==> src/hw/rtl/etd_pkg.sv <==
package etd_pkg;

  // Input and working widths.
  localparam int EPOCH_W = 32;
  localparam int PROD_W  = 2 * EPOCH_W;
  localparam int DAYS_W  = 16;
  localparam int REM_W   = 6;
  localparam int ALU_W   = DAYS_W + 1;

  // Output field widths.
  localparam int YEAR_W  = 12;
  localparam int MONTH_W = 4;
  localparam int DAY_W   = 5;
  localparam int HOUR_W  = 5;
  localparam int MIN_W   = 6;
  localparam int SEC_W   = 6;
  localparam int WDAY_W  = 3;

  // Divisors for the time-of-day split and the weekday.
  localparam logic [REM_W-1:0] SEC_PER_MIN  = REM_W'(60);
  localparam logic [REM_W-1:0] MIN_PER_HOUR = REM_W'(60);
  localparam logic [REM_W-1:0] HOUR_PER_DAY = REM_W'(24);
  localparam logic [REM_W-1:0] DAY_PER_WEEK = REM_W'(7);

  // Reciprocals: the quotient is (x * m) >> s for every operand the sequencer feeds in.
  localparam logic [EPOCH_W-1:0] RECIP_60    = 32'h8888_8889;
  localparam int                 RECIP_60_SH = 37;
  localparam logic [EPOCH_W-1:0] RECIP_24    = 32'hAAAA_AAAB;
  localparam int                 RECIP_24_SH = 36;
  localparam logic [EPOCH_W-1:0] RECIP_7     = 32'h2492_4925;
  localparam int                 RECIP_7_SH  = 32;

  // 1970-01-01 was a Thursday: offset so that Monday maps to zero.
  localparam logic [DAYS_W-1:0] WDAY_OFFSET = DAYS_W'(3);

  // Calendar constants.
  localparam logic [YEAR_W-1:0] EPOCH_YEAR     = YEAR_W'(1970);
  localparam int                CENT_W         = 7;
  localparam int                QUAD_W         = 9;
  localparam logic [CENT_W-1:0] CENT_LEN       = CENT_W'(100);
  localparam logic [QUAD_W-1:0] QUAD_LEN       = QUAD_W'(400);
  localparam logic [CENT_W-1:0] EPOCH_MOD_CENT = CENT_W'(1970 % 100);
  localparam logic [QUAD_W-1:0] EPOCH_MOD_QUAD = QUAD_W'(1970 % 400);
  localparam logic [DAYS_W-1:0] YEAR_DAYS      = DAYS_W'(365);
  localparam logic [DAYS_W-1:0] LEAP_YEAR_DAYS = DAYS_W'(366);

  // Month numbers used by the length table and the month walk.
  localparam logic [MONTH_W-1:0] MON_JAN = MONTH_W'(1);
  localparam logic [MONTH_W-1:0] MON_FEB = MONTH_W'(2);
  localparam logic [MONTH_W-1:0] MON_APR = MONTH_W'(4);
  localparam logic [MONTH_W-1:0] MON_JUN = MONTH_W'(6);
  localparam logic [MONTH_W-1:0] MON_SEP = MONTH_W'(9);
  localparam logic [MONTH_W-1:0] MON_NOV = MONTH_W'(11);
  localparam logic [MONTH_W-1:0] MON_DEC = MONTH_W'(12);

  // Sequencer states.
  typedef enum logic [2:0] {
    ST_IDLE,
    ST_DIV_SEC,
    ST_DIV_MIN,
    ST_DIV_HOUR,
    ST_DIV_WDAY,
    ST_YEAR,
    ST_MONTH
  } state_t;

  // Control bundle from the sequencer to the datapath.
  typedef struct packed {
    logic               div_mode;
    logic [REM_W-1:0]   divisor;
    logic [EPOCH_W-1:0] recip;
    logic               div_last;
  } ctrl_t;

  // Days in a month, with February following the leap flag.
  function automatic logic [DAY_W-1:0] month_len(input logic [MONTH_W-1:0] mon,
                                                 input logic leap);
    logic [DAY_W-1:0] len;
    case (mon) inside
      MON_FEB: len = leap ? DAY_W'(29) : DAY_W'(28);
      MON_APR, MON_JUN, MON_SEP, MON_NOV: len = DAY_W'(30);
      default: len = DAY_W'(31);
    endcase
    return len;
  endfunction

endpackage

==> src/hw/rtl/epoch_to_date_time.sv <==
// Channel    Ports                                          Direction  Handshake
// request    start, epoch_seconds                           in         start & !busy
// result     done, year, month, day, hour, minute,          out        done pulse
//            second, weekday
//
// Four divisions by 60, 60, 24 and 7 each run as a 32 by 32 multiply by a reciprocal
// constant, then a shift and a small remainder subtract. The year walk then takes off
// whole years and the month walk whole months, on one shared 17-bit subtractor.
// done pulses in the cycle after the last step; busy is high from the accepted request
// until then. Reset is synchronous and idles the sequencer. The receiver cannot stall.
module epoch_to_date_time (
  input  logic                        clk,
  input  logic                        rst,
  input  logic                        start,
  input  logic [etd_pkg::EPOCH_W-1:0] epoch_seconds,
  output logic                        busy,
  output logic                        done,
  output logic [etd_pkg::YEAR_W-1:0]  year,
  output logic [etd_pkg::MONTH_W-1:0] month,
  output logic [etd_pkg::DAY_W-1:0]   day,
  output logic [etd_pkg::HOUR_W-1:0]  hour,
  output logic [etd_pkg::MIN_W-1:0]   minute,
  output logic [etd_pkg::SEC_W-1:0]   second,
  output logic [etd_pkg::WDAY_W-1:0]  weekday
);
  import etd_pkg::*;

  state_t state, state_next;
  ctrl_t  ctrl;

  logic [EPOCH_W-1:0] num;
  logic [PROD_W-1:0]  prod;
  logic               phase;
  logic [DAYS_W-1:0]  days;
  logic [YEAR_W-1:0]  yr;
  logic [CENT_W-1:0]  mod_cent;
  logic [QUAD_W-1:0]  mod_quad;
  logic [MONTH_W-1:0] mon;
  logic [SEC_W-1:0]   sec_q;
  logic [MIN_W-1:0]   min_q;
  logic [HOUR_W-1:0]  hour_q;
  logic [WDAY_W-1:0]  wday_q;

  logic               accept;
  logic               leap;
  logic [DAYS_W-1:0]  alu_a, alu_b;
  logic [ALU_W-1:0]   diff;
  logic               ge;
  logic [EPOCH_W-1:0] quot;
  logic [REM_W-1:0]   rem;
  logic               year_found;
  logic               month_found;

  assign accept = start && !busy;

  // Gregorian leap rule from the running year residues.
  assign leap = ((yr[1:0] == 2'b00) && (mod_cent != '0)) || (mod_quad == '0);

  // Shared subtract/compare unit: remaining days against a year or a month length.
  always_comb begin
    alu_a = days;
    if (state == ST_YEAR) begin
      alu_b = leap ? LEAP_YEAR_DAYS : YEAR_DAYS;
    end else begin
      alu_b = DAYS_W'(month_len(mon, leap));
    end
  end

  assign diff        = {1'b0, alu_a} - {1'b0, alu_b};
  assign ge          = !diff[ALU_W-1];
  assign year_found  = !ge;
  assign month_found = !ge || (mon == MON_DEC);

  // Quotient by reciprocal multiplication; the shift follows the divisor.
  always_comb begin
    unique case (state)
      ST_DIV_HOUR: quot = EPOCH_W'(prod >> RECIP_24_SH);
      ST_DIV_WDAY: quot = EPOCH_W'(prod >> RECIP_7_SH);
      default:     quot = EPOCH_W'(prod >> RECIP_60_SH);
    endcase
  end

  // The remainder is below 64, so the six low bits of the difference carry it.
  assign rem = num[REM_W-1:0] - REM_W'(quot[REM_W-1:0] * ctrl.divisor);

  // Sequencer state register.
  always_ff @(posedge clk) begin
    if (rst) begin
      state <= ST_IDLE;
    end else begin
      state <= state_next;
    end
  end

  // Next state.
  always_comb begin
    state_next = state;
    unique case (state)
      ST_IDLE:     if (start) state_next = ST_DIV_SEC;
      ST_DIV_SEC:  if (ctrl.div_last) state_next = ST_DIV_MIN;
      ST_DIV_MIN:  if (ctrl.div_last) state_next = ST_DIV_HOUR;
      ST_DIV_HOUR: if (ctrl.div_last) state_next = ST_DIV_WDAY;
      ST_DIV_WDAY: if (ctrl.div_last) state_next = ST_YEAR;
      ST_YEAR:     if (year_found) state_next = ST_MONTH;
      ST_MONTH:    if (month_found) state_next = ST_IDLE;
      default:     state_next = ST_IDLE;
    endcase
  end

  // Sequencer outputs.
  always_comb begin
    busy          = 1'b1;
    ctrl.div_mode = 1'b0;
    ctrl.divisor  = SEC_PER_MIN;
    ctrl.recip    = RECIP_60;
    ctrl.div_last = phase;
    unique case (state)
      ST_IDLE: begin
        busy = 1'b0;
      end
      ST_DIV_SEC: begin
        ctrl.div_mode = 1'b1;
        ctrl.divisor  = SEC_PER_MIN;
        ctrl.recip    = RECIP_60;
      end
      ST_DIV_MIN: begin
        ctrl.div_mode = 1'b1;
        ctrl.divisor  = MIN_PER_HOUR;
        ctrl.recip    = RECIP_60;
      end
      ST_DIV_HOUR: begin
        ctrl.div_mode = 1'b1;
        ctrl.divisor  = HOUR_PER_DAY;
        ctrl.recip    = RECIP_24;
      end
      ST_DIV_WDAY: begin
        ctrl.div_mode = 1'b1;
        ctrl.divisor  = DAY_PER_WEEK;
        ctrl.recip    = RECIP_7;
      end
      ST_YEAR, ST_MONTH: begin
        ctrl.div_mode = 1'b0;
      end
      default: begin
        busy = 1'b0;
      end
    endcase
  end

  // Result strobe, raised in the cycle after the month walk ends.
  always_ff @(posedge clk) begin
    if (rst) begin
      done <= 1'b0;
    end else begin
      done <= (state == ST_MONTH) && month_found;
    end
  end

  // Datapath registers.
  always_ff @(posedge clk) begin
    if (accept) begin
      num      <= epoch_seconds;
      phase    <= 1'b0;
      yr       <= EPOCH_YEAR;
      mod_cent <= EPOCH_MOD_CENT;
      mod_quad <= EPOCH_MOD_QUAD;
      mon      <= MON_JAN;
    end else if (ctrl.div_mode) begin
      phase <= !phase;
      if (!ctrl.div_last) begin
        // First phase: 32 by 32 product of the operand and the reciprocal.
        prod <= PROD_W'(num) * PROD_W'(ctrl.recip);
      end else begin
        // Second phase: keep the remainder and pass the quotient on.
        unique case (state)
          ST_DIV_SEC: begin
            sec_q <= SEC_W'(rem);
            num   <= quot;
          end
          ST_DIV_MIN: begin
            min_q <= MIN_W'(rem);
            num   <= quot;
          end
          ST_DIV_HOUR: begin
            hour_q <= HOUR_W'(rem);
            days   <= quot[DAYS_W-1:0];
            num    <= quot + EPOCH_W'(WDAY_OFFSET);
          end
          ST_DIV_WDAY: wday_q <= WDAY_W'(rem) + WDAY_W'(1);
          default: ;
        endcase
      end
    end else if (state == ST_YEAR) begin
      // Take off one whole year while the remaining days cover it.
      if (ge) begin
        days     <= diff[DAYS_W-1:0];
        yr       <= yr + YEAR_W'(1);
        mod_cent <= (mod_cent == CENT_LEN - CENT_W'(1)) ? '0 : mod_cent + CENT_W'(1);
        mod_quad <= (mod_quad == QUAD_LEN - QUAD_W'(1)) ? '0 : mod_quad + QUAD_W'(1);
      end
    end else if (state == ST_MONTH) begin
      // Take off one whole month while the remaining days cover it.
      if (!month_found) begin
        days <= diff[DAYS_W-1:0];
        mon  <= mon + MONTH_W'(1);
      end
    end
  end

  // Result fields hold steady from the end of a conversion to the next start.
  assign year    = yr;
  assign month   = mon;
  assign day     = days[DAY_W-1:0] + DAY_W'(1);
  assign hour    = hour_q;
  assign minute  = min_q;
  assign second  = sec_q;
  assign weekday = wday_q;

endmodule

==> config.mk <==
export PLATFORM = sky130hd
export DESIGN_NAME = epoch_to_date_time
export DESIGN_NICKNAME = d
export VERILOG_FILES = /design/src/hw/rtl/etd_pkg.sv /design/src/hw/rtl/epoch_to_date_time.sv
export SDC_FILE = /design/constraint.sdc
export NUM_CORES = 2
export LEC_CHECK = 0
export BUFFER_PORTS_ARGS = -buffer_cell sky130_fd_sc_hd__buf_4
export CORE_ASPECT_RATIO = 0.9
export CORE_MARGIN = 5
export CORE_UTILIZATION = 30
export CTS_BUF_LIST = sky130_fd_sc_hd__clkbuf_4
export DETAILED_ROUTE_END_ITERATION = 8
export GPL_TIMING_DRIVEN = 0
export MAX_ROUTING_LAYER = met4
export PLACE_DENSITY = 0.56
export RECOVER_POWER = 25
export SETUP_SLACK_MARGIN = 0.02
export SLEW_MARGIN = 20
export SYNTH_ARGS = -nofsm -noshare
export SYNTH_HDL_FRONTEND = slang
export SYNTH_SLANG_ARGS = --single-unit
==> constraint.sdc <==
create_clock -name clk -period 10.34 [get_ports clk]
set_input_delay 0 -clock clk [delete_from_list [all_inputs] [get_ports clk]]
set_output_delay 0 -clock clk [all_outputs]
set_load 0.01 [all_outputs]
==> results by group <==
CTS
  – CTS root buf: clkbuf_4
  – Clock-pin slew of the registers on the worst-case setup and hold paths: 0.14 ns
  – Sink Count: 137
  – CTS tree: done
  – TritonCTS Buffers: 17
  – Htree depth: 4
  – Maximum clock path buffer count: 2
  – Clk_lat worst skew: 0.61 ns

Setup path
  – Critical path depth in cells: 28
  – CP Class: reg -> reg
  – Crit path required time: 10.67 ns
  – Crit Reg-Reg Startpoint: state[1]
  – Buf/Inv on CP: 7
  – Crit. End Element: flop
  – Worst setup path end: prod[52]
  – Crit. Startpoint: state[1]
  – Crit start category: flop
  – Worst path most repeated cell: fa_1
  – R2R Path End: prod[52]
  – CP Data Arrival Time: 10.30 ns
  – Cell depth of the worst flop-to-flop path: 28
  – R2R Setup Slk: 0.37 ns
  – Cell family with most CP delay: adder cells
  – Max FO, Critical Path: 19
  – Crit-path slowest cell: clkdlybuf4s15_1
  – Slowest cell delay on critical path: 0.76 ns

Die
  – I/O Pins: 78
  – Core Rows: 108
  – Die area: 0.1040 sq mm
  – Die X: 339.4 um
  – Core area: 0.09662 sq mm
  – Starting Density: 0.3032
  – Die Ht: 306.4 um

Synthesis
  – Synth Flop Type: edfxtp_1
  – Cells after Synth: 2945
  – Post-synthesis sequential area ratio: 0.1278
  – Synth warn: 0
  – Async SR Flop Fraction: 0
  – Synth cell types: 69
  – Post-synth EDFFs: 100
  – Syn avg cell area: 9.946 sq um
  – Cell Area, Synth: 0.02929 sq mm
  – Synth Register Bits: 137

Finish
  – Register area: 0.003744 sq mm
  – Final-layout fill cell count: 9954
  – Area grow syn2layout: 9.466%
  – Final net count: 4071
  – Final core area utilization: 0.3319
  – Share of post-route cells with drive strength above 1: 0.04748
  – Non-Filler Instances: 4361
  – Most frequent cells in the layout: 747 x inv_1, 547 x fa_1, 406 x ha_1
  – Commonest non-fill, non-tap cell in the layout: inv_1
  – ANT cells: 0
  – Footprint of the multi-input gates: 0.02252 sq mm

Placed design
  – GPL Wtd Cong: 0.9543
  – PortBufs: 77
  – Placed Instances: 4297
  – Place WS: -1.128 ns
  – Hpwl dp: 80220 um

GRT
  – Initial antenna violation count: 0
  – First-pass GRT wire length: 135200 um
  – GRT Util Overall: 0.1765
  – Largest net degree at the start of global routing: 28
  – GRT Residual Overflow: 0
  – Vias in the first global route: 21480

Min path
  – Min-Delay Path Class: in -> reg

Routing
  – WL/cell: 20.36 um
  – Vias/cell: 4.732
  – Initial drt markers: 1594
  – DRC Markers: 0
  – Post-DRT Antenna Nets: 0
  – DRT Wirelength: 88800 um
  – Drt first pass iters: 5
  – Via Count: 20640

Timing
  – Worst Skew: 0.03933 ns
  – RSZ-0062 raised after global routing: no
  – Min Tclk post-route: 9.967 ns
  – Fin worst setup slack: 0.3734 ns
  – Final slew viol count: 20
  – Worst slew margin: -0.0002030
  – Setup TNS: 0 ns
  – Fin. Hold Viols: 0
  – Tightest Pin Transition: 1.500 ns
  – Final setup vio count: 0
  – Max Freq: 100.3 MHz
  – Final period util: 0.9639

Run status
  – Status: finished with violations
  – Failing checks: capacitance limit, slew limit

Job
  – Max cap viols: 1
[area by class of cell]
class / count / share of cell area
flip-flops and latches: 137 / 0.1168
plain buffers: 62 / 0.009561
multi-input cells: 2005 / 0.7025
well taps: 1265 / 0.04936
clock inverters: 14 / 0.005424
repair buffers: 113 / 0.02474
inverters: 747 / 0.08745
clock buffers: 18 / 0.004214
[cell usage after synthesis (5+ instances only)]
cell type	instances	area [sq um]
a211oi_1	7	52.55
a21o_1	40	300.3
a21oi_1	95	475.5
a22o_1	18	157.7
a31o_2	8	70.07
and2_1	43	269.0
and3_1	39	244.0
buf_1	5	18.77
buf_2	14	70.07
clkbuf_1	41	153.9
dfxtp_1	37	740.7
edfxtp_1	100	3003
fa_1	547	10950
ha_1	406	5080
inv_1	747	2804
mux2i_1	7	70.07
nand2_1	156	585.6
nand2b_1	17	106.4
nand3_1	28	140.1
nand4_1	25	156.4
nor2_1	107	401.6
nor2b_1	33	206.5
nor3_1	27	135.1
nor3b_1	11	82.58
nor4_1	9	56.30
o211ai_1	7	52.55
o21a_1	9	67.56
o21ai_0	60	300.3
o21ai_1	11	55.05
o21bai_1	9	67.56
o311ai_0	5	43.79
or2_2	24	150.1
or3_1	6	37.54
xnor2_1	93	814.5
xor2_1	81	709.4
[worst min path at each step]
stage               start     endpoint  slack (ns)  cells past startpoint
floorplan             rst     state[0]        0.07                      1
global placement      rst     state[1]        0.20                      2
detailed placement    rst     state[1]        0.20                      2
CTS                 start  mod_cent[3]        0.05                      4
global route        start      num[30]        0.08                      3
finish              start  mod_cent[5]        0.08                      4
[flip-flops by register name, indices dropped and copies added, names as in the netlist]
register  count
minute        6
done          1
year         12
num          32
month         4
alu_a        16
second        6
prod         32
phase         1
weekday       3
mod_quad      9
hour          5
mod_cent      7
state         3
[per-layer routing]
metal | GRT usage | wire length [um]
met3 | 0.02037 | 5465
met4 | 0.03789 | 2118
met2 | 0.2638 | 38910
met1 | 0.2590 | 42300
met5 | - | 0
[metrics by stage]
stage,hold slack [ns],instance area (sq um)
3_3_place_gp,0.2009,31480
2_1_floorplan,0.06907,29320
4_1_cts,0.05076,32200
3_5_place_dp,0.2014,31550
6_report,0.07812,32060
5_1_grt,0.07672,32060
[worst register-to-register path: cells and delay by family (launching register included)]
kind / cells / cell delay, ns
AOI/OAI and AO/OA: 7 / 1.75
DFF: 1 / 0.50
and+or+nand+nor: 5 / 1.54
buffers and inverters: 7 / 1.86
adders and majority gates: 8 / 3.90
xor gates and xnor gates: 1 / 0.17
[what timing repair did]
action,CTS,global route
buffers inserted,0,1
endpoints found under the setup margin,30,16
gates resized for setup,9,20
hold buffers,33,0
endpoints found under the hold margin,36,0
pin swaps,0,0
[cell families after synthesis]
family / count (synthesis) / synth area share
adders and majority gates: 957 / 0.5487
buffers and inverters: 811 / 0.1053
and+or+nand+nor: 547 / 0.09543
AOI/OAI and AO/OA: 308 / 0.06736
xor gates and xnor gates: 174 / 0.05203
DFF: 137 / 0.1278
muxes: 9 / 0.003161
other: 2 / 0.0002564
Power is left out: the tool's default activity adds up to more than one toggle a clock period on the data nets, which glitch-free logic cannot reach.
